$ cat src/csf_pkg.sv
// Shared types and constants for the coherence snoop filter.
`default_nettype none
package csf_pkg;

	localparam int MAX_CACHES = 8;
	localparam int TAG_BITS   = 10;
	localparam int CMD_W      = 2;
	localparam int ID_W       = 3;
	localparam int CFG_W      = 4;
	localparam int CNT_W      = 32;
	localparam int POP_W      = $clog2(MAX_CACHES + 1);

	localparam logic [CFG_W-1:0] ACTIVE_RESET = CFG_W'(MAX_CACHES);

	typedef enum logic [CMD_W-1:0] {
		CMD_READ  = 2'd0,
		CMD_WRITE = 2'd1,
		CMD_EVICT = 2'd2,
		CMD_RSVD  = 2'd3
	} csf_cmd_t;

	typedef struct packed {
		logic                  dirty;
		logic [MAX_CACHES-1:0] sharers;
	} csf_entry_t;

	localparam int ENTRY_W = $bits(csf_entry_t);

	typedef struct packed {
		logic                  err;
		logic                  wb;
		logic                  wr;
		logic [MAX_CACHES-1:0] inv;
		csf_entry_t            entry;
	} csf_upd_t;

	typedef struct packed {
		logic [CNT_W-1:0] writes;
		logic [CNT_W-1:0] invals;
		logic [CNT_W-1:0] wbacks;
	} csf_cnt_t;

endpackage
`default_nettype wire

$ cat src/csf_stats.sv
// Saturating write, invalidate and writeback counters.
`default_nettype none
module csf_stats (
	input  wire logic              clk,
	input  wire logic              arst_n,
	input  wire logic              fire,
	input  wire csf_pkg::csf_upd_t upd,
	output      csf_pkg::csf_cnt_t cnt_next
);
	import csf_pkg::*;

	csf_cnt_t         cnt_q;
	logic [POP_W-1:0] pop;
	logic [CNT_W:0]   sum_wr;
	logic [CNT_W:0]   sum_inv;
	logic [CNT_W:0]   sum_wb;

	always_comb begin
		pop = '0;
		for (int i = 0; i < MAX_CACHES; i++) begin
			pop = pop + POP_W'(upd.inv[i]);
		end
	end

	assign sum_wr  = {1'b0, cnt_q.writes} + (CNT_W + 1)'(upd.wr);
	assign sum_inv = {1'b0, cnt_q.invals} + (CNT_W + 1)'(pop);
	assign sum_wb  = {1'b0, cnt_q.wbacks} + (CNT_W + 1)'(upd.wb);

	assign cnt_next.writes = sum_wr[CNT_W]  ? '1 : sum_wr[CNT_W-1:0];
	assign cnt_next.invals = sum_inv[CNT_W] ? '1 : sum_inv[CNT_W-1:0];
	assign cnt_next.wbacks = sum_wb[CNT_W]  ? '1 : sum_wb[CNT_W-1:0];

	always_ff @(posedge clk or negedge arst_n) begin
		if (!arst_n) begin
			cnt_q <= '0;
		end else if (fire) begin
			cnt_q <= cnt_next;
		end
	end

endmodule
`default_nettype wire

$ cat config.mk
export PLATFORM = sky130hd
export DESIGN_NAME = csf_stats
export DESIGN_NICKNAME = d
export VERILOG_FILES = /design/src/csf_pkg.sv /design/src/csf_stats.sv
export SDC_FILE = /design/constraint.sdc
export NUM_CORES = 1
export LEC_CHECK = 0
export ABC_AREA = 1
export ABC_CLOCK_PERIOD_IN_PS = 7680
export BUFFER_PORTS_ARGS = -buffer_cell sky130_fd_sc_hd__buf_2
export CAP_MARGIN = 20
export CORE_MARGIN = 8
export CORE_UTILIZATION = 32
export DETAILED_ROUTE_END_ITERATION = 8
export GPL_TIMING_DRIVEN = 0
export PLACE_DENSITY_LB_ADDON = 0.2
export SYNTH_ARGS = -nofsm -noshare
export SYNTH_HDL_FRONTEND = slang
export SYNTH_SLANG_ARGS = --single-unit
$ cat constraint.sdc
create_clock -name clk -period 7.68 [get_ports clk]
set_clock_uncertainty 0.15 [all_clocks]
set_input_delay 1.536 -clock clk [delete_from_list [all_inputs] [get_ports clk]]
set_output_delay 1.536 -clock clk [all_outputs]
set_load 0.05 [all_outputs]
# Word-level counts from Yosys, hierarchy flattened

Index checks and enable logic that the tools add are counted.
Widths: inputs -> output; s select.

Bits in registers: 96
Input bits: 23
Word-level logic and storage cells: 16

Muxes and demuxes: 3
Add/sub/neg operators: 10

Operators with widths:

| kind          | count |
|---|---|
| $mux 32       | 3 |
| $add 32x1->33 | 2 |
| $add 32x4->33 | 1 |
| $add 4x1->4   | 4 |
| $add 3x1->4   | 1 |
| $add 2x1->3   | 1 |
| $add 1x1->2   | 1 |

# Longest topological paths before layout

Depth after elaboration: 9
Mapped depth: 17
Mapped depth without buffers: 17

# Worst setup path after synthesis

No wires, ideal clock.

Path type: input to output
From: in upd[9] (netlist bit)
To: out cnt_next[32] (netlist bit)
Path slack: 1232 ps
Data required time: 5994 ps
Stages: 15
Data arrival time: 4762 ps
Path buffers: 0
Cell sequence: fa_1 -> inv_1 -> fa_1 -> fa_1 -> fa_1 -> inv_1 -> fa_1 -> nand2_1 -> nand2_1 -> nand2_1 -> nor2_4 -> nand3_2 -> nor2_1 -> nor2_1 -> inv_1

RTL lines:

| item            | line           | source |
|---|---|---|
| start, declared | csf_stats.sv:7 | `input wire csf_pkg::csf_upd_t upd,` |
| end, declared   | csf_stats.sv:8 | `output csf_pkg::csf_cnt_t cnt_next` |

==> results.md <==
- Outcome: finished clean
- Syn Inst Count: approximately 1100
- CTS sink cnt: 96
- Most common cell after layout, fill and taps aside: nand2_1
- Setup crit start kind: input port
- Root buf cell: clkbuf_16
- Ant diodes: 0
- Routed len/inst: 15.7 um
- Fin Hold WS: 353 ps
- CTS tree: yes
- Clock transition at path regs: 80 ps
- Initial Util: 32.3%
- Slew headroom: 53.6%
- Detail Placement HPWL: 19400 um
- Final Max Tran Viols: 0
- Routed Antenna Nets: 0
- Worst Path Max Fanout: 10
- Worst min-delay path class: reg2reg
- PwrDens: 249 nW/um^2
- Final non-filler cell total: ~1600
- Initial antenna violation count: 0
- Iteration-0 DRC count of the detailed router: 476
- Post-CTS Setup Inserts: 0
- #FFs+latches synth: 96
- Syn nets: around 1200
- DRT Pass-1 Iters: 5
- Peak supply drop: 0.192 mV
- PortBufs: 108
- Top Registers: cnt_q x96
- CP most frequent cell: fa_1
- Cts bufs inserted: 9
- Vias in the first global route: 7476
- Share of cells above drive strength 1: 20.1%
- Worst Path Arrival: 5420 ps
- Worst r2r dst: cnt_q[33]
- Final-report setup violation count: 0
- Synthesized area per cell: ~6.6 um^2
- Area growth syn-to-layout: 16.8%
- Min-delay src: cnt_q[33]
- # IOs: ~120
- Largest Register: cnt_q
- P_leak: 0.00433 uW
- # Max-Cap Violations: 0
- Vias per cell: 4.78
- RSZ-0062 raised after global routing: false
- CP max-delay cell: fa_1
- Crit path kind: in2out
- Via count: 7584
- DRC: 0
- Register area share after synthesis: 32.1%
- Max reg flops: between 90 and 100
- Worst path cell trace: buf_2 -> fa_1 -> inv_1 -> fa_1 -> fa_1 -> fa_1 -> inv_1 -> fa_1 -> nand2_1 -> nand2_1 -> nand2_1 -> nor2_4 -> nand3_2 -> nor2_1 -> nor2_1 -> inv_1 -> buf_2
- Max Fclk: 141 MHz
- Buffer levels on the longest clock path: 2
- Utilization of the core after routing: a little under two fifths
- Cts hold-fix bufs: 0
- Final Wtd Congestion: roughly 0.87
- Clock Latency Late Sink: 350 ps
- Placed insts: about 1600
- H-tree Lvls: 3
- Least-Margin Pin Slew: 697 ps
- Reg2reg path depth: 14
- Critical path endpoint category: primary output
- Fillers: 2540
- CTS resizes: 0
- Hold Path Stages: 2
- Final worst slack: 570 ps
- Worst EP required: 5990 ps
- Flop-to-flop setup slack: 4010 ps
- Largest net degree at the start of global routing: 63
- Most frequent cells in the layout: 458 x nand2_1, 130 x nor2_1, 112 x buf_2
- GR Overflow Total: 0
- # nets final: 1299
- Final Hold Viols: 0
- Reg2reg start: cnt_q[32]
- Crit-path max cell delay: 530 ps
- First-pass GRT wire length: 40000 um
- Pre-CTS setup slack: 556 ps
- Min cycle time layout: 7110 ps
- Final Cycle Share: ~90%
- DIE AREA: 28500 um^2
- Die Y: 169 um
- Number of distinct library cells after synthesis: 35
- Setup_tns: 0 ps
- Area of the mapped netlist: about 7500 um^2
- Core area: 23200 um^2
- Row cnt: between 50 and 60
- Final wirelength: 24900 um
- GRT Total Usage: 17.6%
- DIE WIDTH: 169 um
- Yosys warns: 0
- Crit path from: upd[9]
- Hold Path End: cnt_q[33]
[logic make-up (layout without fill, tap and decap cells)]
family / count (synthesis) / after routing / synth area share [%]
buffers and inverters: 148 / 273 / 8.26
AND/OR/NAND/NOR: 793 / 793 / 49.8
adder cells (fa/ha/maj): 15 / 15 / 3.01
flip-flops: 96 / 96 / 32.1
AO/OA/AOI/OAI: 79 / 79 / 5.65
XOR/XNOR: 10 / 10 / 1.17
[worst max-delay path, delay by kind of cell]
kind	cells	cell delay, ps
adder cells (fa/ha/maj)	5	2040
AND/OR/NAND/NOR	7	1220
buffers and inverters	5	620
[worst max path at each step]
stage,to,slack [ps],depth (start not counted)
global placement,cnt_next[33],540,17
global route,cnt_next[33],310,17
floorplan,cnt_next[32],1230,15
finish,cnt_next[33],570,17
detailed placement,cnt_next[33],560,17
CTS,cnt_next[33],530,17
[cells in the mapped netlist (all sizes together)]
library cell  instances  area share [%]
o21ai                69             4.8
ha                   10             1.7
a21boi                1            0.10
or2                   2            0.17
nor3                 20             2.0
dfrtp                96              32
fa                    5             1.3
buf                  13             1.5
nand3b               16             1.6
clkinv                3            0.15
nand2               468              24
a21oi                 1           0.067
inv                 115             5.8
xor2                  6            0.70
and2                  4            0.33
nor2                150             8.5
a31oi                 8            0.67
nand3               118              12
nand4                15             1.3
clkbuf               17            0.85
xnor2                 4            0.47
[power breakdown]
| part | leakage (uW) | switching [uW] | internal [uW] |
|---|---|---|---|
| combinational | 0.00293 | 789 | 259 |
| sequential | 0.00127 | 83.8 | 582 |
| clock | 0.000132 | 228 | 232 |
| total | 0.00433 | 1100 | 1070 |
[per-layer routing]
layer,share of wire (%),routed length (um),track usage [%],vias to the layer above
li1,-,-,-,3859
met1,48,12000,22.8,3533
met2,45,11100,28.9,157
met3,4.6,1150,2.94,35
met4,2.4,592,6.75,0
met5,0,0,0,-
[through the flow]
step / total power (uW) / area (um^2)
after floorplan: 1460 / 7480
after global placement: 1720 / 8420
after detailed placement: 1730 / 8450
after CTS: 2200 / 8740
after global routing: 2320 / 8740
final: 2170 / 8740
[final cells by class]
type	instances	area, um^2	area share, %
multi-input cells	897	4460	51.1
flip-flops and latches	96	2400	27.5
repair buffers	109	571	6.53
inverters	118	443	5.07
well taps	319	399	4.57
clock buffers	11	243	2.78
plain buffers	30	175	2.00
clock inverters	5	41.3	0.473
No activity file was read; power rests on OpenSTA's default activity.
