## src/csf_pkg.sv

```systemverilog
// Shared types and constants for the coherence snoop filter.
`default_nettype none
package csf_pkg;

	localparam int MAX_CACHES = 8;
	localparam int TAG_BITS   = 10;
	localparam int CMD_W      = 2;
	localparam int ID_W       = 3;
	localparam int CFG_W      = 4;
	localparam int CNT_W      = 32;
	localparam int POP_W      = $clog2(MAX_CACHES + 1);

	localparam logic [CFG_W-1:0] ACTIVE_RESET = CFG_W'(MAX_CACHES);

	typedef enum logic [CMD_W-1:0] {
		CMD_READ  = 2'd0,
		CMD_WRITE = 2'd1,
		CMD_EVICT = 2'd2,
		CMD_RSVD  = 2'd3
	} csf_cmd_t;

	typedef struct packed {
		logic                  dirty;
		logic [MAX_CACHES-1:0] sharers;
	} csf_entry_t;

	localparam int ENTRY_W = $bits(csf_entry_t);

	typedef struct packed {
		logic                  err;
		logic                  wb;
		logic                  wr;
		logic [MAX_CACHES-1:0] inv;
		csf_entry_t            entry;
	} csf_upd_t;

	typedef struct packed {
		logic [CNT_W-1:0] writes;
		logic [CNT_W-1:0] invals;
		logic [CNT_W-1:0] wbacks;
	} csf_cnt_t;

endpackage
`default_nettype wire

```

## src/csf_lookup.sv

```systemverilog
// Directory update rules: next entry, invalidate mask, writeback and error.
`default_nettype none
module csf_lookup (
	input  wire logic [csf_pkg::CMD_W-1:0] cmd,
	input  wire logic [csf_pkg::ID_W-1:0]  cache_id,
	input  wire logic [csf_pkg::CFG_W-1:0] active,
	input  wire csf_pkg::csf_entry_t       entry,
	output      csf_pkg::csf_upd_t         upd
);
	import csf_pkg::*;

	csf_cmd_t              cmd_e;
	logic [MAX_CACHES-1:0] me;
	logic [MAX_CACHES-1:0] sh;
	logic [MAX_CACHES-1:0] inv;
	logic                  dirty;
	logic                  err;
	logic                  wb;
	logic                  wr;
	logic                  bad_id;

	assign cmd_e  = csf_cmd_t'(cmd);
	assign bad_id = ({1'b0, cache_id} >= active) || (int'(cache_id) >= MAX_CACHES);

	always_comb begin
		me           = '0;
		me[cache_id] = 1'b1;
		sh           = entry.sharers;
		dirty        = entry.dirty;
		err          = bad_id;
		wb           = 1'b0;
		wr           = 1'b0;
		inv          = '0;
		unique case (cmd_e) inside
			CMD_READ, CMD_WRITE: begin
				if (!(|(sh & me)) && dirty) begin
					wb    = 1'b1;
					dirty = 1'b0;
				end
				if (cmd_e == CMD_WRITE) begin
					wr    = 1'b1;
					dirty = 1'b1;
					inv   = sh & ~me;
					sh    = sh & me;
				end
				sh = sh | me;
			end
			CMD_EVICT: begin
				if (!(|(sh & me))) begin
					err = 1'b1;
				end else begin
					wb    = dirty;
					dirty = 1'b0;
					sh    = sh & ~me;
				end
			end
			default: begin
				err = 1'b1;
			end
		endcase
		if (err) begin
			wb  = 1'b0;
			wr  = 1'b0;
			inv = '0;
		end
		upd.err           = err;
		upd.wb            = wb;
		upd.wr            = wr;
		upd.inv           = inv;
		upd.entry.sharers = sh;
		upd.entry.dirty   = dirty;
	end

endmodule
`default_nettype wire

```

## config.mk

```make
export PLATFORM = sky130hd
export DESIGN_NAME = csf_lookup
export DESIGN_NICKNAME = d
export VERILOG_FILES = /design/src/csf_pkg.sv /design/src/csf_lookup.sv
export SDC_FILE = /design/constraint.sdc
export NUM_CORES = 1
export LEC_CHECK = 0
export BUFFER_PORTS_ARGS = -buffer_cell sky130_fd_sc_hd__buf_4
export CORE_MARGIN = 2
export CORE_UTILIZATION = 40
export DETAILED_ROUTE_END_ITERATION = 8
export GPL_TIMING_DRIVEN = 1
export PLACE_DENSITY = 0.84
export RECOVER_POWER = 25
export SYNTH_ARGS = -nofsm -noshare
export SYNTH_HDL_FRONTEND = slang
export SYNTH_SLANG_ARGS = --single-unit
export TNS_END_PERCENT = 10
```

## constraint.sdc

```tcl
create_clock -name vclk -period 2.4
set_clock_uncertainty 0.15 [all_clocks]
set_input_delay 0.12 -clock vclk [all_inputs]
set_output_delay 0.12 -clock vclk [all_outputs]
set_load 0.005 [all_outputs]
```

* Yosys cells after proc, flatten, opt, wreduce, memory -nomap -nowiden
Index checks and enable logic that the tools add are counted.
** Storage, ports and cells
- Register bits :: 0
- Output and inout bits :: 20
- Word-level logic and storage cells :: 37
- Input port bits :: 18
** Cells by class
- Mux-type cells :: 22
- Bitwise logic cells :: 4
- Reductions and logical operators :: 6
- Equality and inequality tests :: 2
- $lt $le $gt $ge :: 3
** Operators with widths (number)
- two-way mux 8 bit :: 6
- bitwise AND 8 bit :: 2
- case mux 8 bit (2 select lines) :: 1
- two-way mux 1 bit :: 11
- inverter 8 bit :: 1
- bitwise OR 8 bit :: 1
- OR reduction 8 bit :: 1
- case mux 1 bit (2 select lines) :: 3
- greater-or-equal comparator 3 x 4 -> 1 bit :: 1
- less-than comparator 3 x 4 -> 1 bit (second input constant) :: 1
- demux 1 bit (select 3 bit) :: 1
- greater-or-equal comparator 3 x 1 -> 1 bit (second input constant) :: 1
- equality test 2 x 1 -> 1 bit (second input constant) :: 1
- equality test 2 bit (second input constant) :: 1
- logical AND 1 bit :: 2
- zero test 2 bit :: 1
- OR reduction 2 bit :: 1
- zero test 1 bit :: 1

* Depth between registers and ports, before layout
- Depth in word-level cells :: 11
- Depth in mapped cells :: 8
- Depth with buffers taken out :: 6

* Least setup slack after synthesis
OpenSTA, ideal clock, no wires.
- Path kind :: input -> output
- From :: input port cache_id[0] (netlist bit)
- To :: output port upd[10] (netlist bit)
- Path slack :: 0.628 ns
- Required time :: 2.130 ns
- Stages :: 7
- Arrival :: 1.502 ns
- Buffers on the path :: 1
- Cells stage by stage :: buf_4 -> inv_2 -> ha_1 -> nand2b_1 -> a211oi_2 -> o311a_1 -> and3_1
** RTL lines
- start, declared :: line csf_lookup.sv:5 : input wire logic [csf_pkg::ID_W-1:0] cache_id,
- end, declared :: line csf_lookup.sv:8 : output csf_pkg::csf_upd_t upd

==> results.md <==
* Vias in the first global route at 665
* Status: finished, final reports clean
* Worst-path maximum fanout at 13
* CP Data Required Time at 2130 ps
* Area grow syn2layout at 37.7%
* RePlAce Congestion at 0.805
* Clk pwr share at 0%
* Fmax at 460 MHz
* Final instance area at 850 µm²
* HP Class: in2out
* Share of power burned in registers at 0%
* Hold_buf cts at 0
* Layout Nets at 135
* Final setup vio count at 0
* Synth Net Count at 102
* Max VDD drop at 0.0000752 V
* Comb pwr share at 100.0%
* Crit path kind: in2out
* Clock buf count at 0
* Commonest non-fill, non-tap cell in the layout: buf_4
* Final min period at 2170 ps
* Worst setup startpoint: cache_id[0]
* Hold path startpoint: active[3]
* Hold path cells at 3
* Power Total at 170 µW
* Vias per inst at 5.91
* Met2 Use GR at 35.8%
* RSZ-0062 raised after global routing: no
* Leading cell types in the layout, fill and taps excluded: buf_4, nand3_1, nand2_1, and3_1, o221ai_2
* Gr busiest metal: met2
* Via count at 757
* Post-Route WL at 1.77 mm
* Port Buffers at 38
* DRT antenna net count at 0
* Worst path arrival time at 1900 ps
* Worst-Margin Slew at 470 ps
* DP Wirelength at 1.37 mm
* Synth Area per Inst at 7.62 µm²
* Slew Viols, Final at 0
* Sw Share at 47.8%
* Register Area at 0 µm²
* GR Overflow Total at 0
* Int Power at 88.4 µW
* Number of diodes at 0
* Met1 usage at 26.1%
* CORE AREA at 0.00147 mm²
* Power Density at 200 mW/mm²
* Avg WL per Cell at 13.8 µm
* GR Util met3 at 0%
* Cell Rows at 14
* Seq_cells at 0
* Post-Syn Instances at 81
* Tot GR Track Use at 19.2%
* Placed Area at 868 µm²
* Number of remaining DRC errors at 0
* Starting density of the core at 41.9%
* Post-CTS setup buffer count at 0
* Fillers at 141
* Resize count post-CTS at 0
* Maxcap violations at 0
* Largest cells by area after synthesis: o221ai_2, nand3_1, and3_1
* Initial drt markers at 10
* Die X at 43.3 µm
* Netlist cell types at 30
* Largest net degree at the start of global routing at 14
* Final hold violations at 0
* Syn Std Cell Area at 617 µm²
* Post-synthesis sequential area ratio at 0%
* Crit share post-route at 90.5%
* Pre-antenna DRT Iters at 4
* Synth area leader: o221ai_2
* Yosys warning total at 0
* Relative slew slack at 68.7%
* Switching power at 81.1 µW
* Pleak at 0.418 nW
* Fin Setup TNS at 0 ps
* Crit end category: primary output
* First-pass GRT wire length at 2.96 mm
* Share of layout cells above drive strength 1 at 47.3%
* Boundary Pins at 38
* Die Y at 43.3 µm
* Critical Path Start Type: primary input
* Initial antenna violation count at 0
* Die footprint at 0.00187 mm²
* Post-synth top area share at 19.5%
[logic make-up after synthesis]
| family | Yosys count | share of synthesized area, % |
|---|---|---|
| AOI/OAI and AO/OA | 19 | 38.1 |
| adders and majority gates | 3 | 6.09 |
| and+or+nand+nor | 44 | 36.9 |
| buffers and inverters | 11 | 11.2 |
| muxes | 4 | 7.71 |
[power by group through the flow]
stage	Sequential [mW]	Clock, mW	Combinational (mW)
3_3_place_gp	0	0	0.169
6_report	0	0	0.170
5_1_grt	0	0	0.185
2_1_floorplan	0	0	0.103
4_1_cts	0	0	0.174
3_5_place_dp	0	0	0.173
[synth_stat cells]
cell type and instances:
nor2_1 3, o21ai_1 1, or3_1 2, and2b_4 1, o211ai_1 1, mux2i_1 1, mux2_4 1, o32ai_2 1
o31ai_1 1, o311a_1 1, o21ai_0 1, mux2_2 2, nor2b_1 1, nand4_1 2, o2bb2ai_2 1, ha_1 3
a22o_4 1, and3_1 8, nand3_1 17, o21ba_1 1, buf_2 1, inv_2 1, inv_1 3, buf_6 1
buf_4 5, nand2_1 9, o221ai_2 8, a21oi_2 1, nand2b_1 1, a211oi_2 1
[worst paths after layout]
check	end	slack, ps
hold / removal	upd[19]	400
setup / recovery	upd[13]	230
[worst max-delay path: stages]
cell	delay, ps
buf_4	180
inv_2	100
ha_1	290
nand2b_1	150
a211oi_2	310
o311a_1	390
and3_1	230
buf_4	120
[area by class of cell]
cell class	instances	area, µm²	share of cell area, %
inverters	4	15.0	1.77
multi-input cells	70	529	62.3
repair buffers	38	285	33.6
well taps	16	20.0	2.36
[per-stage QoR]
stage | worst slack (ps) | utilization, % | cells | hold WS [ps]
floorplan | 628 | - | 81 | 213
global placement | 339 | 59.0 | 128 | 401
detailed placement | 275 | 59.0 | 128 | 408
CTS | 268 | 59.0 | 128 | 408
global route | 138 | 57.7 | 128 | 418
finish | 227 | 57.7 | 128 | 404
[layer usage]
| layer | vias to the layer above | part of all wire, % |
|---|---|---|
| li1 | 382 | - |
| met1 | 351 | 44 |
| met2 | 22 | 52 |
| met3 | 2 | 4.2 |
| met4 | 0 | 0.23 |
| met5 | - | 0 |
Note: power is estimated with default switching activity, not from simulation.
